==> config.mk <==
export PLATFORM = sky130hd
export DESIGN_NAME = greedy_change_maker_unit
export DESIGN_NICKNAME = d
export VERILOG_FILES = /design/src/design/gcm_pkg.sv /design/src/design/greedy_change_maker_unit.sv /design/src/design/gcm_cell.sv
export SDC_FILE = /design/constraint.sdc
export NUM_CORES = 2
export LEC_CHECK = 0
export ABC_CLOCK_PERIOD_IN_PS = 11350
export BUFFER_PORTS_ARGS = -buffer_cell sky130_fd_sc_hd__buf_2
export CAP_MARGIN = 30
export CORE_UTILIZATION = 30
export CTS_BUF_LIST = sky130_fd_sc_hd__clkbuf_4 sky130_fd_sc_hd__clkbuf_8
export DETAILED_ROUTE_END_ITERATION = 8
export GPL_TIMING_DRIVEN = 0
export PLACE_DENSITY_LB_ADDON = 0.25
export SYNTH_ARGS = -nofsm -noshare
export SYNTH_HDL_FRONTEND = slang
export SYNTH_SLANG_ARGS = --single-unit
==> constraint.sdc <==
create_clock -name clk -period 11.35 [get_ports clk]
set_input_delay 0.5675 -clock clk [delete_from_list [all_inputs] [get_ports clk]]
set_output_delay 0.5675 -clock clk [all_outputs]
set_load 0.01 [all_outputs]
==> src/design/gcm_pkg.sv <==
// Shared types and constants for the greedy change maker.
`default_nettype none

package gcm_pkg;

    // Fixed field widths
    localparam int DATA_W      = 32;
    localparam int NUM_SLOTS   = 8;
    localparam int SLOT_IDX_W  = 3;
    localparam int OUT_TDATA_W = 3 * DATA_W;

    // Defaults for the top-level parameters
    localparam int DEFAULT_NUM_DENOMINATIONS = 8;
    localparam int DEFAULT_AMOUNT_WIDTH      = 32;

    // Denomination values after reset: only the last slot (slot 7) holds a unit piece
    localparam logic [DATA_W-1:0] DENOM_RESET [NUM_SLOTS] = '{
        32'd0, 32'd0, 32'd0, 32'd0, 32'd0, 32'd0, 32'd0, 32'd1
    };

    // Division cell states
    typedef enum logic [1:0] {
        CELL_IDLE,
        CELL_DIV,
        CELL_HOLD
    } cell_state_t;

    // Result that a cell presents to the collector
    typedef struct packed {
        logic              hold;
        logic [DATA_W-1:0] denom;
        logic [DATA_W-1:0] count;
        logic [DATA_W-1:0] rem;
    } gcm_res_t;

endpackage

`default_nettype wire

==> src/design/greedy_change_maker_unit.sv <==
// Top level of the greedy change maker: cell chain, result collector and stream ports.
`default_nettype none

// Pays out an amount over up to eight configured denominations, slot 0 first.
// Each slot is a cell that divides the amount still owed by its denomination
// with a restoring divider, one quotient bit per cycle, and then hands the
// remainder to the next cell. A cell with a zero denomination goes straight
// to its hold state and passes the amount on unchanged. One amount is worked
// at a time; each cell divides bit-serially, and the output side can stall
// the work. Every slot with a nonzero piece count gives one beat; the final
// beat carries tlast and the amount left unpaid. When nothing is paid, one
// final beat with zero denomination and zero count is sent. Denominations
// must be written through the cfg channel only while the block is idle; the
// block itself does not enforce this.
module greedy_change_maker_unit
    import gcm_pkg::*;
#(
    parameter int NUM_DENOMINATIONS = DEFAULT_NUM_DENOMINATIONS,
    parameter int AMOUNT_WIDTH      = DEFAULT_AMOUNT_WIDTH
)
(
    input  wire logic                                  clk,
    input  wire logic                                  rst_n,
    input  wire logic                                  cfg_valid,
    output      logic                                  cfg_ready,
    input  wire logic [SLOT_IDX_W-1:0]                 cfg_index,
    input  wire logic [DATA_W-1:0]                     cfg_data,
    input  wire logic                                  s_axis_tvalid,
    output      logic                                  s_axis_tready,
    // amount
    input  wire logic [((AMOUNT_WIDTH+7)/8)*8-1:0]     s_axis_tdata,
    output      logic                                  m_axis_tvalid,
    input  wire logic                                  m_axis_tready,
    // denomination, piece_count, unpaid
    output      logic [OUT_TDATA_W-1:0]                m_axis_tdata,
    output      logic                                  m_axis_tlast
);

    localparam int OWED_W = (AMOUNT_WIDTH < DATA_W) ? AMOUNT_WIDTH : DATA_W;

    gcm_res_t res  [NUM_DENOMINATIONS];
    logic     ack  [NUM_DENOMINATIONS];
    gcm_res_t sel;

    logic              busy_reg,      busy_next;
    logic              pend_vld_reg,  pend_vld_next;
    logic [DATA_W-1:0] pend_denom_reg, pend_denom_next;
    logic [DATA_W-1:0] pend_count_reg, pend_count_next;
    logic              fin_reg,       fin_next;
    logic [DATA_W-1:0] fin_rem_reg,   fin_rem_next;
    logic              out_vld_reg,   out_vld_next;
    logic [DATA_W-1:0] out_denom_reg, out_denom_next;
    logic [DATA_W-1:0] out_count_reg, out_count_next;
    logic [DATA_W-1:0] out_unpaid_reg, out_unpaid_next;
    logic              out_last_reg,  out_last_next;

    logic in_beat;
    logic out_free;
    logic paid;
    logic take;

    assign cfg_ready     = 1'b1;
    assign s_axis_tready = !busy_reg;
    assign in_beat       = s_axis_tvalid && s_axis_tready;

    // Chain of division cells: the first started by an input beat, each other by its neighbor's hand-off
    for (genvar k = 0; k < NUM_DENOMINATIONS; k++)
    begin : g_cell
        logic              start;
        logic [OWED_W-1:0] owed;

        if (k == 0)
        begin : g_head
            assign start = in_beat;
            assign owed  = s_axis_tdata[OWED_W-1:0];
        end
        else
        begin : g_link
            assign start = ack[k-1];
            assign owed  = res[k-1].rem[OWED_W-1:0];
        end

        assign ack[k] = take && res[k].hold;

        gcm_cell #(
            .OWED_W      (OWED_W),
            .RESET_DENOM (DENOM_RESET[k])
        ) u_cell (
            .clk      (clk),
            .rst_n    (rst_n),
            .cfg_we   (cfg_valid && cfg_ready && (cfg_index == SLOT_IDX_W'(k))),
            .cfg_data (cfg_data),
            .start    (start),
            .owed_in  (owed),
            .ack      (ack[k]),
            .res      (res[k])
        );
    end

    // Pick the one cell that holds a finished division
    always_comb
    begin
        sel = '0;
        for (int k = 0; k < NUM_DENOMINATIONS; k++)
        begin
            if (res[k].hold)
            begin
                sel = res[k];
            end
        end
    end

    // Take a result at once if it pays nothing or none is pending, else once the held one can move out
    assign out_free = !out_vld_reg || m_axis_tready;
    assign paid     = sel.hold && (sel.count != '0);
    assign take     = sel.hold && (!paid || !pend_vld_reg || out_free);

    // Collector: hold back one paid result until the next is known, mark the final beat
    always_comb
    begin
        busy_next       = busy_reg;
        pend_vld_next   = pend_vld_reg;
        pend_denom_next = pend_denom_reg;
        pend_count_next = pend_count_reg;
        fin_next        = fin_reg;
        fin_rem_next    = fin_rem_reg;
        out_vld_next    = out_vld_reg;
        out_denom_next  = out_denom_reg;
        out_count_next  = out_count_reg;
        out_unpaid_next = out_unpaid_reg;
        out_last_next   = out_last_reg;

        if (out_vld_reg && m_axis_tready)
        begin
            out_vld_next = 1'b0;
        end

        if (in_beat)
        begin
            busy_next = 1'b1;
        end

        if (take && paid)
        begin
            if (pend_vld_reg)
            begin
                out_vld_next    = 1'b1;
                out_denom_next  = pend_denom_reg;
                out_count_next  = pend_count_reg;
                out_unpaid_next = '0;
                out_last_next   = 1'b0;
            end
            pend_vld_next   = 1'b1;
            pend_denom_next = sel.denom;
            pend_count_next = sel.count;
        end

        if (take && res[NUM_DENOMINATIONS-1].hold)
        begin
            fin_next     = 1'b1;
            fin_rem_next = sel.rem;
        end

        if (fin_reg && out_free)
        begin
            out_vld_next    = 1'b1;
            out_denom_next  = pend_vld_reg ? pend_denom_reg : '0;
            out_count_next  = pend_vld_reg ? pend_count_reg : '0;
            out_unpaid_next = fin_rem_reg;
            out_last_next   = 1'b1;
            pend_vld_next   = 1'b0;
            fin_next        = 1'b0;
            busy_next       = 1'b0;
        end
    end

    // Control registers
    always_ff @(posedge clk or negedge rst_n)
    begin
        if (!rst_n)
        begin
            busy_reg     <= 1'b0;
            pend_vld_reg <= 1'b0;
            fin_reg      <= 1'b0;
            out_vld_reg  <= 1'b0;
        end
        else
        begin
            busy_reg     <= busy_next;
            pend_vld_reg <= pend_vld_next;
            fin_reg      <= fin_next;
            out_vld_reg  <= out_vld_next;
        end
    end

    // Payload registers
    always_ff @(posedge clk)
    begin
        pend_denom_reg <= pend_denom_next;
        pend_count_reg <= pend_count_next;
        fin_rem_reg    <= fin_rem_next;
        out_denom_reg  <= out_denom_next;
        out_count_reg  <= out_count_next;
        out_unpaid_reg <= out_unpaid_next;
        out_last_reg   <= out_last_next;
    end

    assign m_axis_tvalid = out_vld_reg;
    assign m_axis_tdata  = {out_unpaid_reg, out_count_reg, out_denom_reg};
    assign m_axis_tlast  = out_last_reg;

endmodule

`default_nettype wire

==> src/design/gcm_cell.sv <==
// One denomination cell: holds its denomination and divides the owed amount bit-serially.
`default_nettype none

module gcm_cell
    import gcm_pkg::*;
#(
    parameter int                OWED_W      = 32,
    parameter logic [DATA_W-1:0] RESET_DENOM = '0
)
(
    input  wire logic              clk,
    input  wire logic              rst_n,
    input  wire logic              cfg_we,
    input  wire logic [DATA_W-1:0] cfg_data,
    input  wire logic              start,
    input  wire logic [OWED_W-1:0] owed_in,
    input  wire logic              ack,
    output gcm_res_t               res
);

    localparam int CNT_W = $clog2(OWED_W + 1);

    cell_state_t       state_reg, state_next;
    logic [DATA_W-1:0] denom_reg, denom_next;
    logic [DATA_W-1:0] rem_reg,   rem_next;
    logic [OWED_W-1:0] quo_reg,   quo_next;
    logic [CNT_W-1:0]  cnt_reg,   cnt_next;

    logic [DATA_W:0]   trial;
    logic              fits;

    // Trial subtraction of one restoring division step
    assign trial = {rem_reg, quo_reg[OWED_W-1]} - {1'b0, denom_reg};
    assign fits  = ({rem_reg, quo_reg[OWED_W-1]} >= {1'b0, denom_reg});

    // Next state
    always_comb
    begin
        state_next = state_reg;
        unique case (state_reg)
            CELL_IDLE:
            begin
                if (start)
                begin
                    state_next = (denom_reg == '0) ? CELL_HOLD : CELL_DIV;
                end
            end
            CELL_DIV:
            begin
                if (cnt_reg == CNT_W'(1))
                begin
                    state_next = CELL_HOLD;
                end
            end
            CELL_HOLD:
            begin
                if (ack)
                begin
                    state_next = CELL_IDLE;
                end
            end
            default:
            begin
                state_next = CELL_IDLE;
            end
        endcase
    end

    // Datapath: load on start, shift one quotient bit per cycle while dividing
    always_comb
    begin
        denom_next = cfg_we ? cfg_data : denom_reg;
        rem_next   = rem_reg;
        quo_next   = quo_reg;
        cnt_next   = cnt_reg;
        if (state_reg == CELL_IDLE && start)
        begin
            cnt_next = CNT_W'(OWED_W);
            if (denom_reg == '0)
            begin
                rem_next = DATA_W'(owed_in);
                quo_next = '0;
            end
            else
            begin
                rem_next = '0;
                quo_next = owed_in;
            end
        end
        else if (state_reg == CELL_DIV)
        begin
            cnt_next = cnt_reg - CNT_W'(1);
            quo_next = {quo_reg[OWED_W-2:0], fits};
            rem_next = fits ? trial[DATA_W-1:0] : {rem_reg[DATA_W-2:0], quo_reg[OWED_W-1]};
        end
    end

    // Outputs toward the collector
    always_comb
    begin
        res.hold  = (state_reg == CELL_HOLD);
        res.denom = denom_reg;
        res.count = DATA_W'(quo_reg);
        res.rem   = rem_reg;
    end

    // Control and configuration registers
    always_ff @(posedge clk or negedge rst_n)
    begin
        if (!rst_n)
        begin
            state_reg <= CELL_IDLE;
            cnt_reg   <= '0;
            denom_reg <= RESET_DENOM;
        end
        else
        begin
            state_reg <= state_next;
            cnt_reg   <= cnt_next;
            denom_reg <= denom_next;
        end
    end

    // Division payload
    always_ff @(posedge clk)
    begin
        rem_reg <= rem_next;
        quo_reg <= quo_next;
    end

endmodule

`default_nettype wire

==> run summary <==
FLOORPLAN
-------------------------------------------------------------------------------------
Number of rows created at floorplan ....................................          170
Die Ht .................................................................       467 um
Number of placed I/O pins ..............................................          172
Starting utilization of the core area ..................................        0.302
Die boundary width .....................................................       467 um
Die Footprint ..........................................................   0.218 mm^2
Area inside the core boundary ..........................................   0.215 mm^2

GLOBAL ROUTE
-------------------------------------------------------------------------------------
Total overflow reported by the global router ...........................            0
Via count of the first global-routing pass .............................        57.0k
Largest net degree at the start of global routing ......................          101
Global-route wire length before repair .................................    424000 um
Number of antenna violations at the first check in global routing ......           22
Global-route usage over all layers .....................................        0.273

PLACED DESIGN
-------------------------------------------------------------------------------------
Number of port buffers .................................................          167
Dpl hpwl ...............................................................    246000 um
Routability-driven placement congestion ratio ..........................         1.01
Cell area after placement ..............................................  0.0699 mm^2

CLOCK NETWORK
-------------------------------------------------------------------------------------
Deepest clock path buffer count ........................................            3
CTS resizes ............................................................            0
Num CTS Buffers ........................................................          188
Cell at the root of the clock tree ..................................... sky130_fd_sc_hd__clkbuf_8
Clock-pin slew of the registers on the worst-case setup and hold paths .        60 ps
Clk_lat worst skew .....................................................       980 ps
Sink count of the clock tree ...........................................         1029
Depth of the CTS H-tree ................................................            4
Clock tree from TritonCTS ..............................................         done

HOLD PATH
-------------------------------------------------------------------------------------
Worst hold path type ...................................................    in -> reg
Worst hold path depth ..................................................            3

FLOW RUN
-------------------------------------------------------------------------------------
Number of max-cap violations ...........................................            0

SETUP PATH
-------------------------------------------------------------------------------------
Cell seen most often among critical-path stages ........................ sky130_fd_sc_hd__buf_2
Type of element launching the critical path ............................    flip-flop
Crit end category ......................................................    flip-flop
Buffer and inverter count on the worst path ............................            4
Worst Reg2Reg Path Length in Cells .....................................           13
Worst endpoint data arrival time .......................................      6580 ps
Largest delay share family, worst path ................................. simple AND/OR/NAND/NOR gates
Number of gates on the worst path with buffers counted .................           13
Largest incremental delay on the critical path .........................       690 ps
Master of the slowest instance on the critical path .................... sky130_fd_sc_hd__nor2_1
Required time at the endpoint of the critical path .....................     11810 ps
Crit path max fanout ...................................................           67
Worst Setup Path Type ..................................................   reg -> reg
Cell chain of the critical path ........................................ nor2b_1 -> buf_2 -> buf_2 -> buf_1 -> nand2_1 -> o31ai_1 -> a21oi_1 -> o2111ai_1 -> nor4_4 -> and4_1 -> nor2_1 -> clkbuf_1 -> nand2_4

PWR
-------------------------------------------------------------------------------------
Maximum vdd drop .......................................................     0.186 mV
Part of the total power dissipated in combinational logic ..............        0.344
LEAKAGE ................................................................      29.8 nW
Int Power ..............................................................    0.00895 W
Proportion of total power due to net switching .........................        0.409
Power share of the clock group .........................................        0.252
Power density over the cells ...........................................  204 mW/mm^2
Total Power ............................................................     0.0151 W
Net switching component of the power ...................................    0.00620 W
Sequential fraction of design power ....................................        0.404

LOGIC SYNTHESIS
-------------------------------------------------------------------------------------
Library cells used by synthesis ........................................           89
Post-Syn Area per Cell .................................................    9.17 um^2
Seq/Total Area, Yosys ..................................................        0.451
Cell count after synthesis .............................................         7079
Seq cells post-synth ...................................................         1029
Number of enable flip-flop cells after synthesis .......................          704
Share of async-settable or async-resettable flops after synthesis ......        0.315
Count of warnings emitted by yosys .....................................            0
Net count after synthesis ..............................................         7431
Post-synthesis cell area ...............................................  0.0649 mm^2
Synth Flop Type ........................................................ sky130_fd_sc_hd__edfxtp_1

FINAL LAYOUT
-------------------------------------------------------------------------------------
Total non-filler cell area in the finished layout ......................  0.0744 mm^2
Final layout net count .................................................         7883
Fin util ...............................................................        0.346
Layout overhead on the synthesized area ................................        14.6%
Fraction of layout instances using a drive strength above 1 ............        0.108

ROUTING
-------------------------------------------------------------------------------------
DR WL/cell .............................................................      29.3 um
Number of vias after detailed routing ..................................        60.7k
First-iteration detailed-routing DRC count .............................         8019
DRC viols ..............................................................            0
Detailed-routing iteration count for the pre-antenna-repair pass .......            7
Avg Vias per Cell ......................................................         5.76
WL final ...............................................................    309000 um
Detail Route Antenna Nets ..............................................            0

STA
-------------------------------------------------------------------------------------
Summed negative setup slack over all endpoints .........................         0 ps
Number of hold-slack violations in the final timing report .............            0
Achievable frequency ...................................................      163 MHz
Crit path time final ...................................................      6120 ps
Worst Skew .............................................................      55.0 ps
Final worst-path cycle share ...........................................        0.539
Final setup violating endpoints ........................................            0
Worst rel slew slack ...................................................        0.174
Pins Over Slew Limit ...................................................            0
Setup repair after global routing missed its margin ....................        false
Worst slew pin tran ....................................................      1220 ps
Hold slack .............................................................      80.0 ps

OUTCOME
-------------------------------------------------------------------------------------
Status ................................................................. finished, final reports clean

worst min-delay path: stages:
cell and delay [ps]:
sky130_fd_sc_hd__buf_2 250, sky130_fd_sc_hd__nand2_1 100, sky130_fd_sc_hd__o21ai_0 70
path summary, 6_finish.rpt:
check | startpoint | endpoint | slack, ps
worst max-delay path | g_cell[7].u_cell.state_reg[1] | g_cell[2].u_cell.rem_reg[6] | 5230
worst min-delay path | cfg_data[28] | g_cell[0].u_cell.denom_reg[28] | 80
worst max register to register | g_cell[7].u_cell.state_reg[1] | g_cell[2].u_cell.rem_reg[6] | 5230
worst min register to register | m_axis_tlast | m_axis_tlast | 470
max in group asynchronous | rst_n | g_cell[5].u_cell.denom_reg[20] | 9600
min in group asynchronous | rst_n | g_cell[0].u_cell.denom_reg[14] | 190
power by group through the flow:
stage | registers (W) | clock network [W] | logic (W)
floorplan | 0.00531 | 0 | 0.00365
finish | 0.00612 | 0.00381 | 0.00521
global route | 0.00609 | 0.00400 | 0.00566
detailed placement | 0.00611 | 0 | 0.00508
CTS | 0.00604 | 0.00386 | 0.00512
global placement | 0.00610 | 0 | 0.00503
layout by cell type (no fill, tap or decap), types with 44 or more instances in the layout:
master	Yosys	layout
sky130_fd_sc_hd__buf_2	86	259
sky130_fd_sc_hd__clkbuf_1	311	311
sky130_fd_sc_hd__nand2b_1	51	49
sky130_fd_sc_hd__o31ai_1	44	44
sky130_fd_sc_hd__edfxtp_1	704	704
sky130_fd_sc_hd__inv_1	415	414
sky130_fd_sc_hd__nand3_1	221	221
sky130_fd_sc_hd__o311ai_0	67	67
sky130_fd_sc_hd__nor4_1	86	86
sky130_fd_sc_hd__nor2_1	407	406
sky130_fd_sc_hd__nand2_1	1019	1013
sky130_fd_sc_hd__nand4_1	84	84
sky130_fd_sc_hd__a21oi_1	525	525
sky130_fd_sc_hd__and2_1	76	76
sky130_fd_sc_hd__clkbuf_8	0	203
sky130_fd_sc_hd__and3_1	74	74
sky130_fd_sc_hd__o211ai_1	97	97
sky130_fd_sc_hd__xnor2_1	141	141
sky130_fd_sc_hd__dfrtp_1	323	323
sky130_fd_sc_hd__dlygate4sd3_1	0	55
sky130_fd_sc_hd__mux2i_1	132	132
sky130_fd_sc_hd__a31oi_1	149	149
sky130_fd_sc_hd__mux2_2	146	146
sky130_fd_sc_hd__o21ai_0	614	612
sky130_fd_sc_hd__clkbuf_4	0	55
sky130_fd_sc_hd__nor2b_1	77	77
sky130_fd_sc_hd__a211oi_1	116	116
sky130_fd_sc_hd__o21a_1	48	48
sky130_fd_sc_hd__nor3_1	106	104
sky130_fd_sc_hd__xor2_1	66	66
sky130_fd_sc_hd__ha_1	272	272
sky130_fd_sc_hd__a21o_1	128	128
synth_stat cells (35+ instances only):
master                     instances  share of area
sky130_fd_sc_hd__o21bai_1         35         0.0040
sky130_fd_sc_hd__o21ai_1          35         0.0027
sky130_fd_sc_hd__nor3_1          106         0.0082
sky130_fd_sc_hd__xnor2_1         141          0.019
sky130_fd_sc_hd__a21oi_1         525          0.040
sky130_fd_sc_hd__a211oi_1        116          0.013
sky130_fd_sc_hd__clkbuf_1        311          0.018
sky130_fd_sc_hd__o21a_1           48         0.0056
sky130_fd_sc_hd__and2_1           76         0.0073
sky130_fd_sc_hd__nor4_1           86         0.0083
sky130_fd_sc_hd__mux2_2          146          0.025
sky130_fd_sc_hd__xor2_1           66         0.0089
sky130_fd_sc_hd__edfxtp_1        704           0.33
sky130_fd_sc_hd__nand2_1        1019          0.059
sky130_fd_sc_hd__nand4_1          84         0.0081
sky130_fd_sc_hd__o31ai_1          44         0.0051
sky130_fd_sc_hd__ha_1            272          0.052
sky130_fd_sc_hd__o21ai_0         614          0.047
sky130_fd_sc_hd__nand3_1         221          0.017
sky130_fd_sc_hd__a31oi_1         149          0.014
sky130_fd_sc_hd__nand2b_1         51         0.0049
sky130_fd_sc_hd__and3_1           74         0.0071
sky130_fd_sc_hd__a21o_1          128          0.015
sky130_fd_sc_hd__buf_2            86         0.0066
sky130_fd_sc_hd__o311ai_0         67         0.0090
sky130_fd_sc_hd__nor2_1          407          0.024
sky130_fd_sc_hd__dfrtp_1         323           0.12
sky130_fd_sc_hd__nor2b_1          77         0.0074
sky130_fd_sc_hd__o211ai_1         97          0.011
sky130_fd_sc_hd__inv_1           415          0.024
sky130_fd_sc_hd__mux2i_1         132          0.020
per-layer routing:
layer,global-route usage,part of all wire
met5,0,0.00012
met3,0.0617,0.098
met1,0.344,0.39
met4,0.158,0.067
met2,0.429,0.44
through the flow:
stage	setup WS, ps	cells
global route	5010	10500
detailed placement	5430	10100
floorplan	1680	7079
finish	5230	10500
CTS	5410	10500
global placement	-4060	10100
cell type report:
type,count,area (um^2)
Clock inverter,91,716
Antenna cell,7,17.5
Inverter,415,1560
Fill cell,22400,140000
Multi-Input combinational cell,5205,32400
Sequential cell,1029,29300
Timing Repair Buffer,262,1900
Buffer,430,1790
Clock buffer,258,3210
Tap cell,2838,3550
timing repair:
action | CTS | global route
setup buffers | 0 | 0
hold endpoints to repair | 194 | 0
hold buffers | 55 | 0
logic make-up after synthesis:
family                   count (synthesis)  share of synthesized area
multiplexers                           303                     0.0500
AND/OR/NAND/NOR                       2342                      0.168
adder cells (fa/ha/maj)                280                     0.0549
flip-flops                            1029                      0.451
AO/OA/AOI/OAI                         2072                      0.197
XOR/XNOR                               207                     0.0279
buffers and inverters                  845                     0.0516
other                                    1                  0.0000578
Power figures use the tool's default switching activity.
